<file path="src/rtl/ctsr_pkg.sv">
// ----------------------------------------------------------------------------
// ctsr_pkg
// shared types and constants of the transport session receiver
// ----------------------------------------------------------------------------
package ctsr_pkg;

    // storage sizing
    localparam int unsigned MAX_PACKETS  = 255;
    localparam int unsigned PACKET_BYTES = 7;
    localparam int unsigned NUM_PEERS    = 256;
    localparam int unsigned PAYLOAD_DEPTH = NUM_PEERS * MAX_PACKETS;
    localparam int unsigned PAYLOAD_AW    = $clog2(PAYLOAD_DEPTH);
    localparam int unsigned PAYLOAD_W     = PACKET_BYTES * 8;

    // queue between front and back
    localparam int unsigned QUEUE_DEPTH = 2;
    localparam int unsigned QPTR_W      = $clog2(QUEUE_DEPTH);
    localparam int unsigned QCNT_W      = $clog2(QUEUE_DEPTH + 1);

    // configuration port
    localparam int unsigned CFG_INDEX_W = 2;
    localparam logic [CFG_INDEX_W-1:0] CFG_OWN_ADDRESS   = 2'd0;
    localparam logic [CFG_INDEX_W-1:0] CFG_REPLY_ADDRESS = 2'd1;

    // protocol codes
    localparam logic [7:0]  PF_CONTROL    = 8'hEC;
    localparam logic [7:0]  PF_DATA       = 8'hEB;
    localparam logic [7:0]  CTL_REQUEST   = 8'd16;
    localparam logic [7:0]  CTL_ABORT     = 8'd255;
    localparam logic [7:0]  CTL_GRANT     = 8'd17;
    localparam logic [7:0]  GRANT_NEXT    = 8'd1;
    localparam logic [7:0]  GRANT_RSVD    = 8'hFF;
    localparam logic [28:0] GRANT_ID_BASE = 29'h18EC0000;

    // event codes
    localparam logic [2:0] EV_IGNORED  = 3'd0;
    localparam logic [2:0] EV_GRANT    = 3'd1;
    localparam logic [2:0] EV_STORED   = 3'd2;
    localparam logic [2:0] EV_COMPLETE = 3'd3;
    localparam logic [2:0] EV_BAD_SEQ  = 3'd4;
    localparam logic [2:0] EV_ABORTED  = 3'd5;
    localparam logic [2:0] EV_ZERO_SEQ = 3'd6;

    // frame class decided by the front
    typedef enum logic [1:0] {
        KIND_IGNORE,
        KIND_REQUEST,
        KIND_ABORT,
        KIND_DATA
    } kind_t;

    // one queued frame, data[0] is byte1
    typedef struct packed {
        kind_t                        kind;
        logic [7:0]                   src;
        logic [7:0]                   seq;
        logic [PACKET_BYTES-1:0][7:0] data;
    } entry_t;

    // per peer session bookkeeping
    typedef struct packed {
        logic [7:0] expected;
        logic [7:0] count;
    } sess_t;

    // one result word
    typedef struct packed {
        logic [2:0]      event_res;
        logic [7:0]      peer_address;
        logic [28:0]     reply_frame_id;
        logic [7:0][7:0] reply_bytes;
    } result_t;

    typedef enum logic {
        BK_IDLE,
        BK_EXEC
    } back_state_t;

endpackage

</file>
<file path="src/rtl/ctsr_back.sv">
// ----------------------------------------------------------------------------
// ctsr_back
// session update engine: reads a peer's session, updates it, stores payload
// ----------------------------------------------------------------------------
module ctsr_back (
    input  logic              aclk,
    input  logic              aresetn,
    input  logic              queue_not_empty,
    input  ctsr_pkg::entry_t  queue_entry,
    output logic              pop,
    input  logic [7:0]        reply_source_address,
    output logic              m_valid,
    input  logic              m_ready,
    output ctsr_pkg::result_t result
);
    import ctsr_pkg::*;

    back_state_t           state_reg, state_next;
    entry_t                entry_reg;
    sess_t                 sess_q_reg;
    logic [NUM_PEERS-1:0]  open_reg;
    logic                  m_valid_reg, m_valid_next;
    result_t               result_reg, result_next;

    sess_t                 sess_mem [NUM_PEERS];
    logic [PAYLOAD_W-1:0]  payload_mem [PAYLOAD_DEPTH];

    logic                  open_bit;
    logic                  open_set, open_clr;
    logic                  sess_we;
    sess_t                 sess_wdata;
    logic                  pay_we;
    logic [PAYLOAD_AW-1:0] pay_addr;
    logic [7:0]            count_inc;
    logic                  res_load;

    assign open_bit  = open_reg[entry_reg.src];
    assign count_inc = sess_q_reg.count + 8'd1;
    // slot of packet seq (from 1) in this peer's region
    assign pay_addr  = PAYLOAD_AW'(entry_reg.src) * PAYLOAD_AW'(MAX_PACKETS)
                     + PAYLOAD_AW'(entry_reg.seq) - PAYLOAD_AW'(1);

    assign m_valid = m_valid_reg;
    assign result  = result_reg;

    always_comb begin
        state_next  = state_reg;
        pop         = 1'b0;
        open_set    = 1'b0;
        open_clr    = 1'b0;
        sess_we     = 1'b0;
        sess_wdata  = sess_q_reg;
        pay_we      = 1'b0;
        res_load    = 1'b0;
        result_next = '0;
        result_next.peer_address = entry_reg.src;

        unique case (state_reg)
            BK_IDLE: begin
                if (queue_not_empty) begin
                    pop        = 1'b1;
                    state_next = BK_EXEC;
                end
            end
            BK_EXEC: begin
                if (!m_valid_reg || m_ready) begin
                    res_load   = 1'b1;
                    state_next = BK_IDLE;
                    unique case (entry_reg.kind)
                        KIND_REQUEST: begin
                            open_set            = 1'b1;
                            sess_we             = 1'b1;
                            sess_wdata.expected = entry_reg.data[2];
                            sess_wdata.count    = open_bit ? sess_q_reg.count : 8'd0;
                            result_next.event_res      = EV_GRANT;
                            result_next.reply_frame_id = GRANT_ID_BASE
                                | {13'd0, entry_reg.src, reply_source_address};
                            result_next.reply_bytes = {entry_reg.data[6], entry_reg.data[5],
                                                       entry_reg.data[4], GRANT_RSVD,
                                                       GRANT_RSVD, GRANT_NEXT,
                                                       entry_reg.data[3], CTL_GRANT};
                        end
                        KIND_ABORT: begin
                            if (open_bit) begin
                                open_clr              = 1'b1;
                                result_next.event_res = EV_ABORTED;
                            end
                        end
                        KIND_DATA: begin
                            if (open_bit) begin
                                sess_we          = 1'b1;
                                sess_wdata.count = count_inc;
                                if (entry_reg.seq == 8'd0) begin
                                    result_next.event_res = EV_ZERO_SEQ;
                                end else if (entry_reg.seq > sess_q_reg.expected) begin
                                    open_clr              = 1'b1;
                                    result_next.event_res = EV_BAD_SEQ;
                                end else begin
                                    pay_we = ({1'b0, entry_reg.seq} <= 9'(MAX_PACKETS));
                                    if (count_inc >= sess_q_reg.expected) begin
                                        open_clr              = 1'b1;
                                        result_next.event_res = EV_COMPLETE;
                                    end else begin
                                        result_next.event_res = EV_STORED;
                                    end
                                end
                            end
                        end
                        default: begin
                            result_next.event_res = EV_IGNORED;
                        end
                    endcase
                end
            end
            default: begin
                state_next = BK_IDLE;
            end
        endcase

        if (res_load) begin
            m_valid_next = 1'b1;
        end else if (m_ready) begin
            m_valid_next = 1'b0;
        end else begin
            m_valid_next = m_valid_reg;
        end
    end

    always_ff @(posedge aclk) begin
        if (!aresetn) begin
            state_reg   <= BK_IDLE;
            open_reg    <= '0;
            m_valid_reg <= 1'b0;
        end else begin
            state_reg   <= state_next;
            m_valid_reg <= m_valid_next;
            if (open_set) begin
                open_reg[entry_reg.src] <= 1'b1;
            end else if (open_clr) begin
                open_reg[entry_reg.src] <= 1'b0;
            end
        end
    end

    always_ff @(posedge aclk) begin
        if (pop) begin
            entry_reg <= queue_entry;
        end
        if (res_load) begin
            result_reg <= result_next;
        end
    end

    // session memory, registered read issued at pop
    always_ff @(posedge aclk) begin
        if (pop) begin
            sess_q_reg <= sess_mem[queue_entry.src];
        end
        if (sess_we) begin
            sess_mem[entry_reg.src] <= sess_wdata;
        end
    end

    // payload store, write only
    always_ff @(posedge aclk) begin
        if (pay_we) begin
            payload_mem[pay_addr] <= entry_reg.data;
        end
    end

endmodule

</file>
<file path="config.mk">
export PLATFORM = sky130hd
export DESIGN_NAME = ctsr_back
export DESIGN_NICKNAME = d
export VERILOG_FILES = /design/src/rtl/ctsr_pkg.sv /design/src/rtl/ctsr_back.sv
export SDC_FILE = /design/constraint.sdc
export NUM_CORES = 2
export LEC_CHECK = 0
export ABC_CLOCK_PERIOD_IN_PS = 21600
export BUFFER_PORTS_ARGS = -buffer_cell sky130_fd_sc_hd__buf_2
export CAP_MARGIN = 40
export CORE_ASPECT_RATIO = 2
export CORE_MARGIN = 5
export CORE_UTILIZATION = 55
export DETAILED_ROUTE_END_ITERATION = 8
export PLACE_DENSITY = 0.71
export SYNTH_ARGS = -nofsm -noshare
export SYNTH_HDL_FRONTEND = slang
export SYNTH_SLANG_ARGS = --single-unit
</file>
<file path="constraint.sdc">
create_clock -name aclk -period 21.6 [get_ports aclk]
set_clock_uncertainty 0.2 [all_clocks]
set_input_delay 1.08 -clock aclk [delete_from_list [all_inputs] [get_ports aclk]]
set_output_delay 1.08 -clock aclk [all_outputs]
set_load 0.05 [all_outputs]
</file>
==> metrics.cfg <==
[yosys]
synthDistinctLibCells = 48
synthTopCellsByArea = edfxtp_1, mux4_2, dfxtp_1
syn_area_um2 = 175000
ys_seq_area_share_pct = 75.7
async_reset_ff_share_pct = 0
synth_warnings = 0
synth_top_cell_area_share_pct = 72.7
yosys_most_used_dff = edfxtp_1
synth_common_cells = edfxtp_1, mux4_2, nor2_1
yosysMostFrequentCell = edfxtp_1
syn_avg_cell_area_um2 = 21.9
yosysTopAreaCell = edfxtp_1
synth-seq-cells = 4488
synthCells = 7968
synth-edff-count = 4230

[hold_path]
hp-class = in -> reg
whs_path_depth = 1
min_from = queue_entry[50]
hold-path-endpoint = entry_reg[50]

[final_layout]
final_nets = 8516
layout-drive-gt1-share_pct = 30.5
final-instance-count-excl-fill = 12800
area_delta_synth_final_pct = 11.7
largest_reg_flops = 4096

[timing]
setup_viol = 0
tightest_slew_ns = 1.26
fin_setup_tns_ns = 0
fin_crit_ns = 7.54
layout_setup_ws_ns = 14.06
hold_viol = 0
fmax_mhz = 133
final-max-slew-violation-count = 0
whs_ns = 0.124
relSlewSlack_pct = 15.7
fin_crit_sh_pct = 34.9
rsz0062_at_grt = no

[global_routing]
grt_pass1_wl_mm = 628
overflow = 0
grt_max_degree = 216
grtUsageTotal_pct = 26.4
grt_pass1_vias = 88500
antenna_found_initial = 22

[routing]
drt_pass1_iterations = 8
ant_nets = 0
remaining_drc_errors = 0
viasPerCell = 6.61
drtIter0Drc = 10100
vias = 84900
drt-wirelength-per-cell_um = 33.8
drt_wl_total_mm = 434

[critical_path]
cpMaxStageDelayCell = buf_4
r2r-end = sess_mem[144][3]
crit_chain = buf_4 > buf_4 > mux4_2 > mux4_2 > nand2_1 > nand4_1 > a21oi_1 > a22o_1 > inv_2 > a21oi_1 > a221o_4 > buf_4 > buf_4 > buf_16
crit_top_cell = buf_4
crit_path_end_kind = flop
cp.arrival_ns = 7.93
start_kind = flop
crit_path_max_incr_delay_ns = 0.73
worstRegToRegCells = 14
cp.required_ns = 21.99
path_max_fanout = 101
critPathKind = reg -> reg
r2r_setup_slack_ns = 14.06
startpoint = entry_reg[65]
r2r-start = entry_reg[65]

[die]
core_area_um2 = 316000
ioPinCount = 192
die_h_um = 807
dieWidth_um = 408
start_util_pct = 55.2
num_rows = 292
dieArea_um2 = 330000

[cts]
clkTransAtPathRegs_ns = 0.08
hold_buffers = 0
cts_htree_levels = 5
cts_resized = 0
cts_buffer_depth = 4
clkLatencyLatePin_ns = 0.93
cts-root-buf = clkbuf_16
cts_tree = done
clkSinkCount = 4488
postCtsSetupBuffers = 0
cts_made_buffers = 366

[power]
powerDensity_nw_per_um2 = 90.8
vdd_drop_max_uv = 66.2
total_power_mw = 17.7
p_leak_nw = 60.8

[placement]
portBuffers = 156
hpwl_mm = 267
gp_congestion = 0.885
dpl.cell_count = 12200
place_ws_ns = 14.36

[job]
maxCapViolations = 0

[run_status]
outcome = completed

==> logic make-up (layout without fill, tap and decap cells) <==
kind of cell               Yosys count  in the layout  share of synthesized area [%]
AOI/OAI and AO/OA                  606            606                           2.27
xor gates and xnor gates             6              6                         0.0301
adders and majority gates           18             18                          0.129
buffers and inverters              594           1296                           1.49
DFF                               4488           4488                           75.7
muxes                             1460           1460                           18.5
other                                1             58                        0.00215
and+or+nand+nor                    795            795                           1.87
==> stage by stage <==
stage	area, um2	util [%]
finish	195000	61.7
global route	195000	61.7
CTS	195000	61.7
detailed placement	183000	57.9
global placement	182000	57.5
floorplan	175000	-
==> routing by layer <==
layer	part of all wire (%)	vias up	track usage, %
met5	0.013	-	0
met3	6.9	1089	3.84
li1	-	34400	-
met2	54	4309	47.5
met4	6.7	10	14.8
met1	33	45100	30.3
==> critical path, delay by kind of cell (launching register included) <==
kind	cells	cell delay, ns
simple gates	2	0.44
buf+inv	6	3.04
flops	1	0.54
mux	2	0.93
compound gates	4	1.85
==> layout by cell type (no fill, tap or decap), drive strengths merged, types with 3 or more instances in the layout <==
master    count
a31oi        59
ha           18
a211o         3
nand4         5
nand3        28
a22oi        10
clkbuf      436
mux4       1414
diode        39
a211oi        8
nor2        583
o31ai         4
o211ai       16
xnor2         5
a21o          3
nand2b       10
and2          5
mux2          6
nand2        78
bufinv       37
and3         51
clkinvlp     19
conb         19
nor3         13
nor2b        15
o21ai       272
dfxtp       258
a41oi       163
a221o         5
inv          27
mux2i        40
a21oi        49
clkinv      140
buf         637
edfxtp     4230
o21a          6
nor4          4
==> worst max path at each step <==
stage	end	slack (ns)	depth (start not counted)
finish	sess_mem[144][3]	14.06	14
global placement	sess_q_reg[9]	13.42	9
global route	sess_mem[148][3]	13.77	14
CTS	sess_mem[198][3]	14.44	14
floorplan	sess_mem[0][0]	5.69	5
detailed placement	sess_q_reg[14]	14.36	11
==> power breakdown <==
part           internal [mW]  switching, mW
Clock                   3.66           3.00
Combinational          0.392          0.863
Sequential              9.78         0.0135
==> layout make-up <==
class	instances	area, um2
inverter	15	56.3
sequential	4488	132000
timing repair buffer	637	5580
fill	20800	121000
multi-input combinational	2904	40200
tap	4116	5150
clock inverter	208	2040
antenna	39	97.6
clock buffer	436	9710
Note: power is estimated with default switching activity, not from simulation.
