File: src/rtl/ctsr_pkg.sv
// ----------------------------------------------------------------------------
// ctsr_pkg
// shared types and constants of the transport session receiver
// ----------------------------------------------------------------------------
package ctsr_pkg;

    // storage sizing
    localparam int unsigned MAX_PACKETS  = 255;
    localparam int unsigned PACKET_BYTES = 7;
    localparam int unsigned NUM_PEERS    = 256;
    localparam int unsigned PAYLOAD_DEPTH = NUM_PEERS * MAX_PACKETS;
    localparam int unsigned PAYLOAD_AW    = $clog2(PAYLOAD_DEPTH);
    localparam int unsigned PAYLOAD_W     = PACKET_BYTES * 8;

    // queue between front and back
    localparam int unsigned QUEUE_DEPTH = 2;
    localparam int unsigned QPTR_W      = $clog2(QUEUE_DEPTH);
    localparam int unsigned QCNT_W      = $clog2(QUEUE_DEPTH + 1);

    // configuration port
    localparam int unsigned CFG_INDEX_W = 2;
    localparam logic [CFG_INDEX_W-1:0] CFG_OWN_ADDRESS   = 2'd0;
    localparam logic [CFG_INDEX_W-1:0] CFG_REPLY_ADDRESS = 2'd1;

    // protocol codes
    localparam logic [7:0]  PF_CONTROL    = 8'hEC;
    localparam logic [7:0]  PF_DATA       = 8'hEB;
    localparam logic [7:0]  CTL_REQUEST   = 8'd16;
    localparam logic [7:0]  CTL_ABORT     = 8'd255;
    localparam logic [7:0]  CTL_GRANT     = 8'd17;
    localparam logic [7:0]  GRANT_NEXT    = 8'd1;
    localparam logic [7:0]  GRANT_RSVD    = 8'hFF;
    localparam logic [28:0] GRANT_ID_BASE = 29'h18EC0000;

    // event codes
    localparam logic [2:0] EV_IGNORED  = 3'd0;
    localparam logic [2:0] EV_GRANT    = 3'd1;
    localparam logic [2:0] EV_STORED   = 3'd2;
    localparam logic [2:0] EV_COMPLETE = 3'd3;
    localparam logic [2:0] EV_BAD_SEQ  = 3'd4;
    localparam logic [2:0] EV_ABORTED  = 3'd5;
    localparam logic [2:0] EV_ZERO_SEQ = 3'd6;

    // frame class decided by the front
    typedef enum logic [1:0] {
        KIND_IGNORE,
        KIND_REQUEST,
        KIND_ABORT,
        KIND_DATA
    } kind_t;

    // one queued frame, data[0] is byte1
    typedef struct packed {
        kind_t                        kind;
        logic [7:0]                   src;
        logic [7:0]                   seq;
        logic [PACKET_BYTES-1:0][7:0] data;
    } entry_t;

    // per peer session bookkeeping
    typedef struct packed {
        logic [7:0] expected;
        logic [7:0] count;
    } sess_t;

    // one result word
    typedef struct packed {
        logic [2:0]      event_res;
        logic [7:0]      peer_address;
        logic [28:0]     reply_frame_id;
        logic [7:0][7:0] reply_bytes;
    } result_t;

    typedef enum logic {
        BK_IDLE,
        BK_EXEC
    } back_state_t;

endpackage

File: src/rtl/ctsr_front.sv
// ----------------------------------------------------------------------------
// ctsr_front
// address filter and frame classifier ahead of the queue
// ----------------------------------------------------------------------------
module ctsr_front (
    input  logic             s_valid,
    output logic             s_ready,
    input  logic [28:0]      s_frame_id,
    input  logic [7:0]       s_byte0,
    input  logic [7:0]       s_byte1,
    input  logic [7:0]       s_byte2,
    input  logic [7:0]       s_byte3,
    input  logic [7:0]       s_byte4,
    input  logic [7:0]       s_byte5,
    input  logic [7:0]       s_byte6,
    input  logic [7:0]       s_byte7,
    input  logic [7:0]       own_address,
    output logic             push,
    output ctsr_pkg::entry_t push_entry,
    input  logic             queue_full
);
    import ctsr_pkg::*;

    logic [7:0] pf;
    logic [7:0] dst;

    assign pf      = s_frame_id[23:16];
    assign dst     = s_frame_id[15:8];
    assign s_ready = !queue_full;
    assign push    = s_valid && !queue_full;

    always_comb begin
        push_entry.src  = s_frame_id[7:0];
        push_entry.seq  = s_byte0;
        push_entry.data = {s_byte7, s_byte6, s_byte5, s_byte4, s_byte3, s_byte2, s_byte1};
        push_entry.kind = KIND_IGNORE;
        if (dst == own_address) begin
            if (pf == PF_CONTROL && s_byte0 == CTL_REQUEST) begin
                push_entry.kind = KIND_REQUEST;
            end else if (pf == PF_CONTROL && s_byte0 == CTL_ABORT) begin
                push_entry.kind = KIND_ABORT;
            end else if (pf == PF_DATA) begin
                push_entry.kind = KIND_DATA;
            end
        end
    end

endmodule

File: config.mk
export PLATFORM = sky130hd
export DESIGN_NAME = ctsr_front
export DESIGN_NICKNAME = d
export VERILOG_FILES = /design/src/rtl/ctsr_pkg.sv /design/src/rtl/ctsr_front.sv
export SDC_FILE = /design/constraint.sdc
export NUM_CORES = 1
export LEC_CHECK = 0
export BUFFER_PORTS_ARGS = -buffer_cell sky130_fd_sc_hd__buf_2
export CAP_MARGIN = 20
export CORE_AREA = 2 2 69 71
export DETAILED_ROUTE_END_ITERATION = 7
export DIE_AREA = 0 0 71 73
export PLACE_DENSITY = 0.69
export SETUP_SLACK_MARGIN = 0.1
export SLEW_MARGIN = 20
export SYNTH_ARGS = -nofsm -noshare
export SYNTH_HDL_FRONTEND = slang
export SYNTH_SLANG_ARGS = --single-unit
File: constraint.sdc
create_clock -name vclk -period 0.9
set_input_delay 0.135 -clock vclk [all_inputs]
set_output_delay 0.135 -clock vclk [all_outputs]
set_load 0.02 [all_outputs]
==> impl_results.md, run 1 <==
- Status: complete, but fails checks
- Failing checks: negative setup slack
- Fin crit share: 138%
- Final WS setup: -341 ps
- Crit-path max FO: 2
- DP Cell Count: 126
- Number of port buffers: 46
- Storage element area: 0 µm²
- Hold-fix buffers, CTS: 0
- Hold path start: s_byte6[2]
- FFs & Latches: 0
- Slew HR: 82.9%
- Grt ovf: 0
- Tmin final: 1240 ps
- Pre-antenna DRT Iters: 2
- I/O pin cnt: 179
- Initial DRC Count: 1
- Die W: 71 µm
- Hold_ws: 270 ps
- Area Growth Syn to Fin: -16.6%
- RSZ-0062 raised after global routing: yes
- Core outline area: 4540 µm²
- Power Density: 404 nW/µm²
- Vias in the first global route: 412
- Post-detailed-route count of antenna-violating nets: 0
- Antenna violations before repair: 0
- Crit end category: output port
- Max Freq: 0.806 GHz
- Critical path origin: s_frame_id[16]
- Total global-route track usage: 5.49%
- Avg Synthesized Cell Area: 7.56 µm²
- Mapped Cells: 96
- Worst slew pin tran: 255 ps
- Die Footprint: 5180 µm²
- DR vias/cell: 3.78
- Syn_nets: 199
- WS Path Type: in -> out
- Hold Path Class: in -> out
- Initial Utilization: 16.0%
- Final-layout clock buffer total: 0
- Largest net degree at the start of global routing: 4
- Global-route wire length before repair: 2170 µm
- LEAKAGE: 0.296 nW
- GP Congestion: 0.536
- Fillcell total: 510
- Arr. time, crit path: 1110 ps
- Via count: 480
- Final setup fails: 2
- Req. time, crit path: 760 ps
- Register area share after synthesis: 0%
- Die height: 73 µm
- Maxcap violations: 0
- Peak supply drop: 0.102 mV
- Ratio of cells with drive above 1 in the final layout: 79.5%
- Cell area after synthesis: 726 µm²
- ANT cells: 0
- Max-slew violations: 0
- Drt drc: 0
- DRT Wirelength: 1780 µm
- Critical Path Source Type: input port
- Final Hold Viols: 0
- Final cell count without fillers: 127
- Dpl hpwl: 1650 µm
- YS warnings: 0
- Nets: 178
- Cell row count: 25
- WL/cell: 14.0 µm
- Synth cell types: 13
cell usage after synthesis, drive strengths merged:
master,n,area (µm²)
xnor2,8,77.6
buf,72,541
nor2b,2,12.5
nor4,3,18.8
nor3,1,5.00
nand4,3,18.8
and4bb,1,12.5
a31oi,2,12.5
and3,1,6.26
and3b,1,8.76
and4,1,8.76
inv,1,3.75
power by group:
group	total [mW]	internal (mW)	switching [mW]
clock network	0	0	0
registers	0	0	0
logic	0.245	0.130	0.115
final timing paths:
path	end	cells past startpoint	slack (ps)
max	push_entry[73]	5	-340
min	push_entry[42]	0	270
layer usage:
metal	vias up	wire [µm]	part of all wire [%]	global-route usage, %
li1	193	-	-	-
met1	192	432	24	3.71
met2	61	833	47	9.66
met3	34	279	16	2.49
met4	0	234	13	7.34
met5	-	0	0	0
cell families (layout without fill, tap and decap cells):
group                     count (synthesis)  after routing  share of synthesized area, %
xor gates and xnor gates                  8              8                          10.7
and+or+nand+nor                          13             13                          12.6
AOI/OAI and AO/OA                         2              2                          1.72
buffers and inverters                    73             50                          75.0
what timing repair did:
| item | in CTS | in global routing |
|---|---|---|
| setup endpoints to repair | 2 | 2 |
| setup buffers | 1 | 0 |
| pin swaps | 1 | 0 |
| resized for setup | 8 | 5 |
layout make-up:
class / instances / area [µm²] / area share [%]
Tap cell: 54 / 67.6 / 11.2
Timing Repair Buffer: 49 / 277 / 45.7
Inverter: 1 / 3.75 / 0.620
Multi-Input combinational cell: 23 / 258 / 42.6
layout by cell type, fill, tap and decap left out:
master,netlist,layout
buf_4,72,5
nor2b_1,2,2
a31oi_2,0,1
and3_1,1,1
and3b_1,1,1
buf_6,0,3
inv_1,1,1
xnor2_2,1,2
a31oi_4,0,1
xnor2_1,7,6
nor3_1,1,1
and4bb_2,0,1
nand4_1,3,3
buf_2,0,41
and4_4,0,1
nor4_4,0,3
metrics by stage:
stage / cell area, µm² / util, % / TNS, ps / setup slack (ps) / power, mW
after detailed placement: 528 / 11.6 / -818 / -431 / 0.219
after floorplan: 756 / - / -330 / -169 / 0.534
final: 606 / 13.4 / -609 / -341 / 0.245
after CTS: 581 / 12.8 / -680 / -344 / 0.239
after global placement: 528 / 11.6 / -791 / -409 / 0.213
after global routing: 606 / 13.4 / -726 / -379 / 0.263
worst max-delay path, stage by stage:
cell,delay (ps)
buf_6,90
and4bb_2,340
a31oi_4,100
nor4_4,260
buf_4,180
(Power assumes the default switching activity.)
==> run 2: changes to the inputs <==
- PLACE_DENSITY: 0.69 -> 0.7
- SKIP_LAST_GASP: not set -> 1
==> run 2 against run 1 <==
Against the previous run: the flow still finishes with violations (negative setup slack); maximum frequency grew 2.5%; global-route usage grew 0.059 points; final cell count grew 1.6%; die area is the same; combinational power grew 19%; flip-flop and latch count is the same; routed wire length grew 1.4%; setup slack gained 31 ps; clock-buffer cell count is the same; core utilization grew 2.3 points; worst hold slack is the same.
==> impl_results.md, run 2 (synthesis gave the netlist of run 1 again) <==
- Status: complete, but fails checks
- Failing checks: negative setup slack
- WS Path Type: in -> out
- Nets: 180 (+1.1%)
- Post-detailed-route count of antenna-violating nets: 0 (unchanged)
- GP Congestion: 0.671 (+25%)
- Die W: 71 µm (unchanged)
- Storage element area: 0 µm² (unchanged)
- Final setup fails: 2 (unchanged)
- Hold Path Class: in -> out
- Antenna violations before repair: 0 (unchanged)
- Core outline area: 4540 µm² (unchanged)
- LEAKAGE: 0.350 nW (+18%)
- FFs & Latches: 0 (unchanged)
- Number of port buffers: 46 (unchanged)
- Initial DRC Count: 4 (+3)
- Crit path largest cell delay: 240 ps (-100 ps)
- Max-slew violations: 0 (unchanged)
- Crit end category: output port
- Drt drc: 0 (unchanged)
- RSZ-0062 raised after global routing: yes
- Final-layout clock buffer total: 0 (unchanged)
- Die Footprint: 5180 µm² (unchanged)
- Req. time, crit path: 760 ps (about the same)
- Arr. time, crit path: 1080 ps (-30 ps)
- Worst slew pin tran: 235 ps (-20.0 ps)
- ANT cells: 0 (unchanged)
- Critical path, cell by cell: buf_6 -> xnor2_2 -> nand4_1 -> buf_6 -> nor4_4 -> buf_4
- Max Freq: 0.826 GHz (+2.5%)
- Grt ovf: 0 (unchanged)
- Largest net degree at the start of global routing: 4 (unchanged)
- Most frequent cells in the layout: 34 x buf_2, 11 x buf_6, 7 x xnor2_2, 6 x buf_4
- Peak supply drop: 0.0965 mV (-5.7%)
- Ratio of cells with drive above 1 in the final layout: 86.7% (+7.2 points)
- Tmin final: 1210 ps (-30.6 ps)
- Cell row count: 25 (unchanged)
- Initial Utilization: 16.0% (unchanged)
- I/O pin cnt: 179 (unchanged)
- Most used cell, CP: buf_6
- Area Growth Syn to Fin: -2.41%
- WL/cell: 14.0 µm (-0.17%)
- DR vias/cell: 3.69 (-2.4%)
- Crit-path max FO: 2 (unchanged)
- Die height: 73 µm (unchanged)
- Setup TNS Final: -621 ps (-12.3 ps)
- Slew HR: 84.3% (+1.4 points)
- Vias in the first global route: 474 (+15%)
- DRT Wirelength: 1810 µm (+1.4%)
- Most common cell after layout, fill and taps aside: buf_2
- Critical Path Source Type: input port
- Dpl hpwl: 1540 µm (-6.8%)
- Post-placement cell area: 543 µm² (+2.8%)
- Pre-antenna DRT Iters: 2 (unchanged)
- Design area: 708 µm² (+17%)
- Final WS setup: -311 ps (+30.6 ps)
- Final Util: 15.6% (+2.3 points)
- Fin crit share: 135% (-3.4 points)
- Hold-fix buffers, CTS: 0 (unchanged)
- Crit path max-delay cell type: nor4_4
- Final Hold Viols: 0 (unchanged)
- Global-route wire length before repair: 2240 µm (+2.9%)
- Via count: 476 (-0.83%)
- Maxcap violations: 0 (unchanged)
- Power Density: 412 nW/µm² (+2.1%)
- Total global-route track usage: 5.55% (+0.059 points)
run 2: what timing repair did:
item | CTS | global route
pin swaps | 14 | 4
setup buffers | 1 | 0
resized for setup | 20 | 6
setup endpoints to repair | 2 | 2
run 2: cell type report:
class	instances	area, µm²
repair buffers	51	339
fillers	506	3830
well taps	54	67.6
inverters	1	3.75
multi-input cells	23	298
run 2: through the flow:
| stage | setup slack (ps) | instances | hold slack (ps) | total power [mW] |
|---|---|---|---|---|
| floorplan | -169 | 96 | 347 | 0.534 |
| CTS | -335 | 129 | 270 | 0.278 |
| finish | -311 | 129 | 270 | 0.292 |
| global route | -366 | 129 | 270 | 0.308 |
| detailed placement | -416 | 128 | 270 | 0.221 |
| global placement | -397 | 128 | 270 | 0.216 |
run 2: critical path, delay by kind of cell:
kind	cells	cell delay [ps]
simple gates	2	370
xor+xnor	1	140
buf+inv	3	430
run 2: power breakdown:
part           leakage, nW  internal [mW]  total, mW  switching [mW]
Combinational        0.350          0.166      0.292           0.126
Clock                    0              0          0               0
Sequential               0              0          0               0
Total                0.350          0.166      0.292           0.126
run 2: per-layer routing:
layer	part of all wire (%)	global-route usage, %	up-vias
li1	-	-	197
met1	27	4.70	182
met2	47	9.87	71
met3	17	2.49	26
met4	7.9	4.82	0
met5	0	0	-
run 2: path summary, 6_finish.rpt:
kind | startpoint | end | slack [ps] | depth (start not counted)
worst min-delay path | s_byte5[4] | push_entry[36] | 270 | 0
worst max-delay path | s_frame_id[11] | push_entry[72] | -310 | 6
