File: config.mk
export PLATFORM = sky130hd
export DESIGN_NAME = ctsr_fifo
export DESIGN_NICKNAME = d
export VERILOG_FILES = /design/src/rtl/ctsr_pkg.sv /design/src/rtl/ctsr_fifo.sv
export SDC_FILE = /design/constraint.sdc
export NUM_CORES = 1
export LEC_CHECK = 0
export BUFFER_PORTS_ARGS = -buffer_cell sky130_fd_sc_hd__buf_4
export CELL_PAD_IN_SITES_DETAIL_PLACEMENT = 0
export CELL_PAD_IN_SITES_GLOBAL_PLACEMENT = 2
export CORE_MARGIN = 3
export CORE_UTILIZATION = 38
export DETAILED_ROUTE_END_ITERATION = 16
export GPL_TIMING_DRIVEN = 0
export PLACE_DENSITY_LB_ADDON = 0.1
export RECOVER_POWER = 50
export SYNTH_ARGS = -nofsm -noshare
export SYNTH_HDL_FRONTEND = slang
export SYNTH_SLANG_ARGS = --single-unit
export TNS_END_PERCENT = 5
File: constraint.sdc
create_clock -name aclk -period 5.6 [get_ports aclk]
set_clock_uncertainty 0.05 [all_clocks]
set_input_delay 1.12 -clock aclk [delete_from_list [all_inputs] [get_ports aclk]]
set_output_delay 1.12 -clock aclk [all_outputs]
set_load 0.02 [all_outputs]
File: src/rtl/ctsr_pkg.sv
// ----------------------------------------------------------------------------
// ctsr_pkg
// shared types and constants of the transport session receiver
// ----------------------------------------------------------------------------
package ctsr_pkg;

    // storage sizing
    localparam int unsigned MAX_PACKETS  = 255;
    localparam int unsigned PACKET_BYTES = 7;
    localparam int unsigned NUM_PEERS    = 256;
    localparam int unsigned PAYLOAD_DEPTH = NUM_PEERS * MAX_PACKETS;
    localparam int unsigned PAYLOAD_AW    = $clog2(PAYLOAD_DEPTH);
    localparam int unsigned PAYLOAD_W     = PACKET_BYTES * 8;

    // queue between front and back
    localparam int unsigned QUEUE_DEPTH = 2;
    localparam int unsigned QPTR_W      = $clog2(QUEUE_DEPTH);
    localparam int unsigned QCNT_W      = $clog2(QUEUE_DEPTH + 1);

    // configuration port
    localparam int unsigned CFG_INDEX_W = 2;
    localparam logic [CFG_INDEX_W-1:0] CFG_OWN_ADDRESS   = 2'd0;
    localparam logic [CFG_INDEX_W-1:0] CFG_REPLY_ADDRESS = 2'd1;

    // protocol codes
    localparam logic [7:0]  PF_CONTROL    = 8'hEC;
    localparam logic [7:0]  PF_DATA       = 8'hEB;
    localparam logic [7:0]  CTL_REQUEST   = 8'd16;
    localparam logic [7:0]  CTL_ABORT     = 8'd255;
    localparam logic [7:0]  CTL_GRANT     = 8'd17;
    localparam logic [7:0]  GRANT_NEXT    = 8'd1;
    localparam logic [7:0]  GRANT_RSVD    = 8'hFF;
    localparam logic [28:0] GRANT_ID_BASE = 29'h18EC0000;

    // event codes
    localparam logic [2:0] EV_IGNORED  = 3'd0;
    localparam logic [2:0] EV_GRANT    = 3'd1;
    localparam logic [2:0] EV_STORED   = 3'd2;
    localparam logic [2:0] EV_COMPLETE = 3'd3;
    localparam logic [2:0] EV_BAD_SEQ  = 3'd4;
    localparam logic [2:0] EV_ABORTED  = 3'd5;
    localparam logic [2:0] EV_ZERO_SEQ = 3'd6;

    // frame class decided by the front
    typedef enum logic [1:0] {
        KIND_IGNORE,
        KIND_REQUEST,
        KIND_ABORT,
        KIND_DATA
    } kind_t;

    // one queued frame, data[0] is byte1
    typedef struct packed {
        kind_t                        kind;
        logic [7:0]                   src;
        logic [7:0]                   seq;
        logic [PACKET_BYTES-1:0][7:0] data;
    } entry_t;

    // per peer session bookkeeping
    typedef struct packed {
        logic [7:0] expected;
        logic [7:0] count;
    } sess_t;

    // one result word
    typedef struct packed {
        logic [2:0]      event_res;
        logic [7:0]      peer_address;
        logic [28:0]     reply_frame_id;
        logic [7:0][7:0] reply_bytes;
    } result_t;

    typedef enum logic {
        BK_IDLE,
        BK_EXEC
    } back_state_t;

endpackage

File: src/rtl/ctsr_fifo.sv
// ----------------------------------------------------------------------------
// ctsr_fifo
// short queue of classified frames between front and back
// ----------------------------------------------------------------------------
module ctsr_fifo (
    input  logic             aclk,
    input  logic             aresetn,
    input  logic             push,
    input  ctsr_pkg::entry_t push_entry,
    output logic             full,
    input  logic             pop,
    output logic             not_empty,
    output ctsr_pkg::entry_t pop_entry
);
    import ctsr_pkg::*;

    entry_t             slot_reg [QUEUE_DEPTH];
    logic [QPTR_W-1:0]  wr_ptr_reg, wr_ptr_next;
    logic [QPTR_W-1:0]  rd_ptr_reg, rd_ptr_next;
    logic [QCNT_W-1:0]  count_reg, count_next;

    assign full      = (count_reg == QCNT_W'(QUEUE_DEPTH));
    assign not_empty = (count_reg != '0);
    assign pop_entry = slot_reg[rd_ptr_reg];

    always_comb begin
        wr_ptr_next = wr_ptr_reg;
        rd_ptr_next = rd_ptr_reg;
        count_next  = count_reg;
        if (push) begin
            wr_ptr_next = (wr_ptr_reg == QPTR_W'(QUEUE_DEPTH - 1)) ? '0 : wr_ptr_reg + 1'b1;
        end
        if (pop) begin
            rd_ptr_next = (rd_ptr_reg == QPTR_W'(QUEUE_DEPTH - 1)) ? '0 : rd_ptr_reg + 1'b1;
        end
        if (push && !pop) begin
            count_next = count_reg + 1'b1;
        end else if (pop && !push) begin
            count_next = count_reg - 1'b1;
        end
    end

    always_ff @(posedge aclk) begin
        if (!aresetn) begin
            wr_ptr_reg <= '0;
            rd_ptr_reg <= '0;
            count_reg  <= '0;
        end else begin
            wr_ptr_reg <= wr_ptr_next;
            rd_ptr_reg <= rd_ptr_next;
            count_reg  <= count_next;
        end
    end

    always_ff @(posedge aclk) begin
        if (push) begin
            slot_reg[wr_ptr_reg] <= push_entry;
        end
    end

endmodule

==> results.cfg, run 1 <==
[logic_synthesis]
synth_xor_area_frac = 0.00471
synth_compound_area_frac = 0.00359
syn-cell-area_mm2 = 0.00558
synth_seq_cells = 153
synth_mux_area_frac = 0.149
synthCells = 252
synthesis.nets = 331
synth-simple-area-share = 0.0105
syn_area_per_cell_um2 = 22.1
synth_top_family_by_area = multiplexers
yosysSeqAreaShare = 0.815
synth-adder-area-share = 0.00224
synth_warnings = 0
ys_types = 18

[floorplan]
io_pins = 154
die_x_um = 127
coreArea_mm2 = 0.0141
fp.dieH_um = 127
initial_core_util = 0.396
die_area_mm2 = 0.0162
std_cell_rows = 43

[worst_hold_path]
worstHoldPathType = flip-flop to flip-flop
worstHoldPathCells = 2

[critical_path]
rr_startpoint = wr_ptr_reg
r2r_end = slot_reg[1][13]
crit_cells = 3
required_ps = 5650
path_max_fanout = 30
cp.arrival_ps = 3470
max_stage_delay_ps = 1890
cp-startpoint = push
crit_family = simple AND/OR/NAND/NOR gates
crit_buf_inv = 2
worst_setup_path_start_kind = primary input
r2r_slack_ps = 2710
critical_path_class = primary input to flip-flop
worst-r2r-cell-count = 2
timing.critical_path.to = slot_reg[0][48]
critical_path.endpoint_type = flip-flop
critPathSlowestCell = nor2b_1
path_cells = clkbuf_1 > nor2b_1 > buf_12

[drt]
postRouteWirelength_mm = 10.2
drt-initial-drc-count = 168
avgViaCountPerCell = 4.63
drtPass1Iterations = 4
ant_nets = 0
wire_per_inst_um = 16.5
drc = 0
route.vias.total = 2865

[clocking]
cts_tree = yes
cts_max_level = 4
clock_path_buffers = 2
clock_sinks = 153
cts-root-buf = clkbuf_16
clk_latency_ps = 410
cts_setup_buffers = 0
cts-resized-gates = 0
cts.clk_slew.worst_paths_ps = 60
hold_buffers = 0
numCtsBuffers = 17

[placement]
post_dp_cell_area_mm2 = 0.00702
dpl_worst_slack_ps = 2970
hpwl_mm = 6.89
place_congestion = 0.653
io_buffers = 153

[timing]
rsz0062_at_grt = false
finalHoldViolCount = 0
setup_ws_ps = 2180
fin_crit_ps = 3420
slew_headroom = -0.678
worst_pin_slew_ps = 2510
max_clock_freq_ghz = 0.293
finalMaxSlewViolations = 60
setup_tns_ps = 0
min_period_over_period = 0.610
finalSetupViolations = 0

[pwr]
leakage_uw = 0.00280
power.density_mw_per_mm2 = 375
irDropWorstVdd_mv = 0.374

[global_route]
grt.total_usage = 0.129
antenna_found_initial = 0
grt_max_degree = 40
grt_pass1_vias = 3016
grt_pass1_wl_mm = 15.5
grt_overflow_total = 0

[final_layout]
syn_to_final_growth_pct = 35.5
utilization = 0.536
insertedDiodeCount = 0
largest_reg_flops = 148
design_area_mm2 = 0.00756
drive_above_1_share = 0.574
fin_nets = 506

[status]
status = finished with violations
violations = capacitance limit, slew limit

[flow_run]
drv_cap = 2
-- cell type report --
type / count / area (um2)
buffer: 8 / 80.1
clock buffer: 20 / 437
clock inverter: 11 / 154
fill: 1169 / 6540
inverter: 1 / 3.75
multi-input combinational: 90 / 951
sequential: 153 / 4540
tap: 180 / 225
timing repair buffer: 156 / 1160
-- layout by cell type (no fill, tap or decap) --
cell type,count
and2_0,2
buf_6,6
and2b_2,1
xnor2_1,1
dfxtp_1,5
ha_1,1
clkinv_2,2
o21a_1,1
clkbuf_1,14
nor2b_1,2
clkinv_1,4
xor2_1,2
and2_1,2
inv_1,1
o21ai_0,1
buf_1,1
buf_4,78
clkbuf_16,17
or3_1,1
buf_2,1
mux2_2,74
buf_12,3
edfxtp_1,148
a21boi_0,1
or2_2,1
bufinv_16,4
clkbuf_4,64
clkinv_4,1
-- worst register-to-register path, stage by stage (launching register included) --
cell	delay, ps
dfxtp_1	340
and2_0	1830
buf_12	320
-- power by group --
group	internal [uW]	switching (uW)
sequential	1320	13.4
combinational	174	181
clock	735	407
-- cells by family after synthesis --
logic type               after synthesis
multiplexers                          74
adder cells (fa/ha/maj)                1
buffers and inverters                  9
flip-flops                           153
XOR/XNOR                               3
AND/OR/NAND/NOR                        9
AO/OA/AOI/OAI                          3
-- through the flow --
step,instances,power (uW),hold WS [ps]
6_report,619,2830,463
5_1_grt,619,2940,510
4_1_cts,619,2880,455
3_5_place_dp,588,1730,443
3_3_place_gp,585,1730,422
2_1_floorplan,252,1560,411
-- how the worst min path moves through the flow --
stage	from	endpoint	slack [ps]
floorplan	count_reg[1]	count_reg[1]	410
global placement	count_reg[1]	count_reg[1]	420
detailed placement	count_reg[1]	count_reg[1]	440
CTS	count_reg[1]	count_reg[1]	460
global route	count_reg[1]	count_reg[1]	510
finish	count_reg[1]	count_reg[1]	460
-- metal layers --
| layer | share of wire | global-route usage | routed length (um) | vias up |
|---|---|---|---|---|
| met5 | 0 | 0 | 0 | - |
| met4 | 0.012 | 0.0511 | 126 | 0 |
| met3 | 0.096 | 0.0723 | 984 | 11 |
| met2 | 0.50 | 0.212 | 5100 | 96 |
| met1 | 0.39 | 0.138 | 4020 | 1413 |
| li1 | - | - | - | 1345 |
-- Yosys cell counts, drive strengths merged --
master	count	area share
edfxtp	148	0.80
mux2	74	0.15
buf	8	0.014
dfxtp	5	0.018
and2	4	0.0045
nor2b	2	0.0022
xor2	2	0.0031
a21boi	1	0.0013
and2b	1	0.0016
ha	1	0.0022
inv	1	0.00067
o21a	1	0.0013
o21ai	1	0.00090
or2	1	0.0011
or3	1	0.0011
xnor2	1	0.0016
Note: power is estimated with default switching activity, not from simulation.
==> inputs of run 2 (changes only) <==
--- a/config.mk
+++ b/config.mk
@@ -9,7 +9,7 @@
 export CELL_PAD_IN_SITES_DETAIL_PLACEMENT = 0
 export CELL_PAD_IN_SITES_GLOBAL_PLACEMENT = 2
 export CORE_MARGIN = 3
-export CORE_UTILIZATION = 38
+export CORE_UTILIZATION = 34
 export DETAILED_ROUTE_END_ITERATION = 16
 export GPL_TIMING_DRIVEN = 0
 export PLACE_DENSITY_LB_ADDON = 0.1
==> constraint.sdc (replaced) <==
create_clock -name aclk -period 3.1 [get_ports aclk]
set_clock_uncertainty 0.05 [all_clocks]
set_input_delay 0.62 -clock aclk [delete_from_list [all_inputs] [get_ports aclk]]
set_output_delay 0.62 -clock aclk [all_outputs]
set_load 0.02 [all_outputs]
==> run 2 against run 1 <==
Against the previous run: the run still ends with capacitance limit, slew limit left; setup slack worse by 1600 ps; sequential share of layout area down 0.85 points; largest power group unchanged; critical path depth shrank 1.
==> results.cfg, run 2 (synthesis gave the netlist of run 1 again) <==
[drt]
route.vias.total = 2868
wire_per_inst_um = 16.1
ant_nets = 0
drc = 0
postRouteWirelength_mm = 10.5
drt-initial-drc-count = 125
avgViaCountPerCell = 4.37
drtPass1Iterations = 4

[placement]
io_buffers = 153
place_congestion = 0.693
post_dp_cell_area_mm2 = 0.00711
hpwl_mm = 7.19

[floorplan]
initial_core_util = 0.349
die_x_um = 134
coreArea_mm2 = 0.0160
std_cell_rows = 46
die_area_mm2 = 0.0180
fp.dieH_um = 134
io_pins = 154

[timing]
max_clock_freq_ghz = 0.400
finalSetupViolations = 0
worst_pin_slew_ps = 1880
rsz0062_at_grt = false
finalMaxSlewViolations = 36
worst_hold_slack_ps = 362
slew_headroom = -0.250
fin_crit_ps = 2500
setup_tns_ps = 0
min_period_over_period = 0.807
finalHoldViolCount = 0

[critical_path]
crit_family = simple AND/OR/NAND/NOR gates
worst-r2r-cell-count = 2
path_max_fanout = 39
worst_setup_path_start_kind = flip-flop
max_stage_delay_ps = 1410
required_ps = 3150
path_cells = and2_1 > buf_16
rr_startpoint = wr_ptr_reg
cp.arrival_ps = 2550
crit_cells = 2
critical_path_class = flip-flop to flip-flop
cp-startpoint = wr_ptr_reg
critPathSlowestCell = and2_1
critical_path.endpoint_type = flip-flop
crit_buf_inv = 1

[status]
status = finished with violations
violations = capacitance limit, slew limit

[global_route]
grt_pass1_vias = 2965
top_usage_layer = met2
grt_max_degree = 40
antenna_found_initial = 0
gr-usage-met1 = 0.138
grt.total_usage = 0.121
grt_util_met3 = 0.0446
grt_overflow_total = 0
grt_pass1_wl_mm = 16.1
met2_usage = 0.202

[worst_hold_path]
worstHoldPathType = primary input to flip-flop
worstHoldPathCells = 1
hold_start = push_entry[39]

[final_layout]
drive_above_1_share = 0.590
final_common_cell = edfxtp_1
fin_nets = 507
layout_common_cells = edfxtp_1 (148), buf_4 (80), mux2_2 (74)
design_area_mm2 = 0.00767
largest_reg_flops = 148
insertedDiodeCount = 0
syn_to_final_growth_pct = 37.4
utilization = 0.479

[clocking]
hold_buffers = 0
cts-resized-gates = 0
numCtsBuffers = 17
cts.clk_slew.worst_paths_ps = 60
clock_sinks = 153
cts_setup_buffers = 0
cts-root-buf = clkbuf_16
clock_path_buffers = 2
cts_tree = yes
cts_max_level = 4
clk_latency_ps = 410

[pwr]
p_total_uw = 5130
power.density_mw_per_mm2 = 669
leakage_uw = 0.00282
irDropWorstVdd_mv = 0.333

[flow_run]
drv_cap = 1
## run 2: changes by cell type in the layout (fill, tap and decap cells not counted), sizes merged
cell and delta:
clkbuf -4, clkinvlp +4, inv +3, buf +2, clkinv -2, bufinv -1
## run 2: final cells by class
| class | count | area, um2 |
|---|---|---|
| plain buffers | 8 | 80.1 |
| clock buffers | 17 | 425 |
| clock inverters | 15 | 175 |
| fillers | 1437 | 8330 |
| inverters | 1 | 3.75 |
| multi-input cells | 90 | 958 |
| flip-flops and latches | 153 | 4540 |
| well taps | 216 | 270 |
| repair buffers | 157 | 1210 |
## run 2: final timing paths
check        slack, ps               to
max                600  slot_reg[1][49]
min reg2reg        460     count_reg[1]
max reg2reg        600  slot_reg[1][49]
min                360  slot_reg[0][39]
## run 2: report_power, final
group	internal, uW	total (uW)	leakage [uW]	switching, uW
logic	323	655	0.00111	332
registers	2390	2410	0.00143	24.0
clock network	1270	2060	0.000279	798
## run 2: through the flow
| step | worst slack (ps) | std cells |
|---|---|---|
| finish | 599 | 657 |
| global route | 400 | 657 |
| CTS | 721 | 657 |
| detailed placement | 951 | 625 |
| global placement | -1400 | 621 |
| floorplan | 40.3 | 252 |
## run 2: worst register-to-register path, stage by stage, from the launching register on
cell and delay (ps):
dfxtp_1 380, and2_1 1410, buf_16 320
## run 2: routing by layer
layer  vias up  routed length (um)  share of wire
met1      1413                4310           0.41
met3        16                 695          0.066
met4         0                 201          0.019
li1       1349                   -              -
met2        90                5340           0.51
met5         -                   0              0
==> inputs of run 3 (changes only) <==
--- a/config.mk
+++ b/config.mk
@@ -5,11 +5,12 @@
 export SDC_FILE = /design/constraint.sdc
 export NUM_CORES = 1
 export LEC_CHECK = 0
+export ABC_AREA = 1
 export BUFFER_PORTS_ARGS = -buffer_cell sky130_fd_sc_hd__buf_4
 export CELL_PAD_IN_SITES_DETAIL_PLACEMENT = 0
 export CELL_PAD_IN_SITES_GLOBAL_PLACEMENT = 2
 export CORE_MARGIN = 3
-export CORE_UTILIZATION = 34
+export CORE_UTILIZATION = 35
 export DETAILED_ROUTE_END_ITERATION = 16
 export GPL_TIMING_DRIVEN = 0
 export PLACE_DENSITY_LB_ADDON = 0.1
==> constraint.sdc (replaced) <==
create_clock -name aclk -period 2.1 [get_ports aclk]
set_clock_uncertainty 0.05 [all_clocks]
set_input_delay 0.42 -clock aclk [delete_from_list [all_inputs] [get_ports aclk]]
set_output_delay 0.42 -clock aclk [all_outputs]
set_load 0.02 [all_outputs]
==> run 3 against run 2 <==
Against the previous run: the run now ends clean; register-to-register slack got worse by 350 ps; combinational power rose by 45%; power up 47%; final area rose by 3.1%; via count grew 1.7%; setup slack got worse by 530 ps; first-iteration DRC count down 35%; sequential share of layout area decreased by 1.8 points; sequential cell count unchanged; count of clock-buffer cells in the layout up 3; utilization is 1.3 points higher; critical endpoint is now pop_entry[49].
==> results.cfg, run 3 <==
[status]
status = completed

[floorplan]
coreArea_mm2 = 0.0161
die_area_mm2 = 0.0182
io_pins = 154
initial_core_util = 0.362
die_x_um = 135
fp.dieH_um = 135
std_cell_rows = 46

[logic_synthesis]
yosysTopAreaCell = edfxtp_1
synth_enable_flop_cells = 148
synth_warnings = 0
yosysSeqAreaShare = 0.782
synth_ff_type = edfxtp_1
yosys-top-cells-area = edfxtp_1 (76%), mux2_4 (15%), mux2_2 (2.7%)
synth_common_cells = edfxtp_1 (148), mux2_4 (60), mux2_2 (14)
syn_area_per_cell_um2 = 21.9
synth_top_area_share = 0.764
synthesis.nets = 344
synthMostInstantiatedCell = edfxtp_1
syn-cell-area_mm2 = 0.00581
synthCells = 265
synth_seq_cells = 153
ys_types = 14
async_reset_ff_frac = 0

[final_layout]
drive_above_1_share = 0.554
nFillCells = 1389
largest_reg_flops = 148
utilization = 0.492
design_area_mm2 = 0.00791
layout_common_cells = edfxtp_1 (148), buf_4 (79), mux2_4 (60)
insertedDiodeCount = 0
syn_to_final_growth_pct = 36.0
final_common_cell = edfxtp_1
final_cells = 669
fin_nets = 520

[critical_path]
critical_path.endpoint_type = primary output
rr_startpoint = wr_ptr_reg
worst-r2r-cell-count = 3
r2r_slack_ps = 250
path_max_fanout = 10
critical_path_class = flip-flop to primary output
required_ps = 1630
worst_setup_path_start_kind = flip-flop
r2r_end = slot_reg[1][55]
cp.arrival_ps = 1560

[timing]
max_clock_freq_ghz = 0.492
min_period_over_period = 0.968
rsz0062_at_grt = false
slew_headroom = 0.421
finalHoldViolCount = 0
fin_crit_ps = 2030
finalMaxSlewViolations = 0
worst_hold_slack_ps = 162
worst_pin_slew_ps = 867
finalSetupViolations = 0

[drt]
drtPass1Iterations = 3
wire_per_inst_um = 16.0
avgViaCountPerCell = 4.36
postRouteWirelength_mm = 10.7
route.vias.total = 2918
ant_nets = 0
drt-initial-drc-count = 81
drc = 0

[clocking]
numCtsBuffers = 17
cts-root-buf = clkbuf_16
clock_path_buffers = 2
hold_buffers = 0
clk_latency_ps = 410
cts_tree = yes
cts.clk_slew.worst_paths_ps = 60
clock_sinks = 153
cts_setup_buffers = 0
cts_max_level = 4

[global_route]
grt_pass1_vias = 3138
grt_overflow_total = 0
grt_max_degree = 39
antenna_found_initial = 0
grt_pass1_wl_mm = 16.5
grt.total_usage = 0.121

[pwr]
power.density_mw_per_mm2 = 957
leakage_uw = 0.00308
irDropWorstVdd_mv = 0.604

[placement]
post_dp_cell_area_mm2 = 0.00734
hpwl_mm = 7.24
io_buffers = 153
place_congestion = 0.664
place_inst = 638

[worst_hold_path]
worstHoldPathType = primary input to flip-flop
hold_start = push_entry[38]
hold_end = slot_reg[0][38]
worstHoldPathCells = 1

[flow_run]
drv_cap = 0
-- run 3: cell count changes in the layout (fill, tap and decap cells not counted), moves of 4 or more --
cell,before,now
inv_1,1,7
mux2_2,74,14
nor2_1,0,7
nand2_1,0,9
buf_8,0,5
buf_6,6,0
mux2_4,0,60
clkbuf_4,63,59
clkbuf_1,11,19
-- run 3: worst max path at each step --
| stage | startpoint | to | slack, ps | cells past startpoint |
|---|---|---|---|---|
| 2_1_floorplan | push | slot_reg[1][0] | -310 | 2 |
| 3_3_place_gp | push | slot_reg[1][27] | -1440 | 3 |
| 3_5_place_dp | push | slot_reg[0][9] | 190 | 5 |
| 4_1_cts | flip-flop | pop_entry[61] | -10 | 3 |
| 5_1_grt | flip-flop | pop_entry[26] | 3 | 4 |
| 6_report | flip-flop | pop_entry[49] | 70 | 4 |
-- run 3: final cells by class --
type,instances,area [um2],share of cell area
Sequential cell,153,4550,0.575
Timing Repair Buffer,157,1180,0.150
Multi-Input combinational cell,96,1160,0.147
Clock buffer,20,437,0.0552
Tap cell,216,270,0.0342
Clock inverter,11,154,0.0195
Buffer,8,123,0.0155
Inverter,8,30.0,0.00380
-- run 3: timing repair --
item | 4_1_cts | 5_1_grt
gates cloned | 0 | 0
setup endpoints to repair | 60 | 68
gates resized for setup | 9 | 2
-- run 3: metal layers --
| metal | GRT usage | up-vias | routed length, um |
|---|---|---|---|
| li1 | - | 1386 | - |
| met1 | 0.136 | 1426 | 4230 |
| met2 | 0.204 | 89 | 5520 |
| met3 | 0.0477 | 17 | 781 |
| met4 | 0.0543 | 0 | 196 |
| met5 | 0 | - | 0 |
-- run 3: logic make-up (layout without fill, tap and decap cells) --
family	after synthesis	in the layout	share of synthesized area
buffers and inverters	16	204	0.0196
AND/OR/NAND/NOR	19	19	0.0129
multiplexers	74	74	0.182
flip-flops	153	153	0.782
AO/OA/AOI/OAI	2	2	0.00172
adder cells (fa/ha/maj)	1	1	0.00215
-- run 3: through the flow --
step	setup WS (ps)	power (uW)	TNS (ps)
global route	2.77	7860	0
global placement	-1440	4570	-164090
finish	67.5	7570	0
CTS	-14.6	7700	-240
detailed placement	189	4610	0
floorplan	-306	4170	-22660
-- run 3: power by group --
part	switching (uW)	internal [uW]	leakage, uW
Sequential	38.3	3530	0.00143
Clock	1090	1960	0.000286
Combinational	463	486	0.00137
-- run 3: worst max-delay path, cell delays in order (launching register included) --
cell	delay [ps]
dfxtp_2	350
buf_12	160
buf_8	170
mux2_4	310
buf_4	160
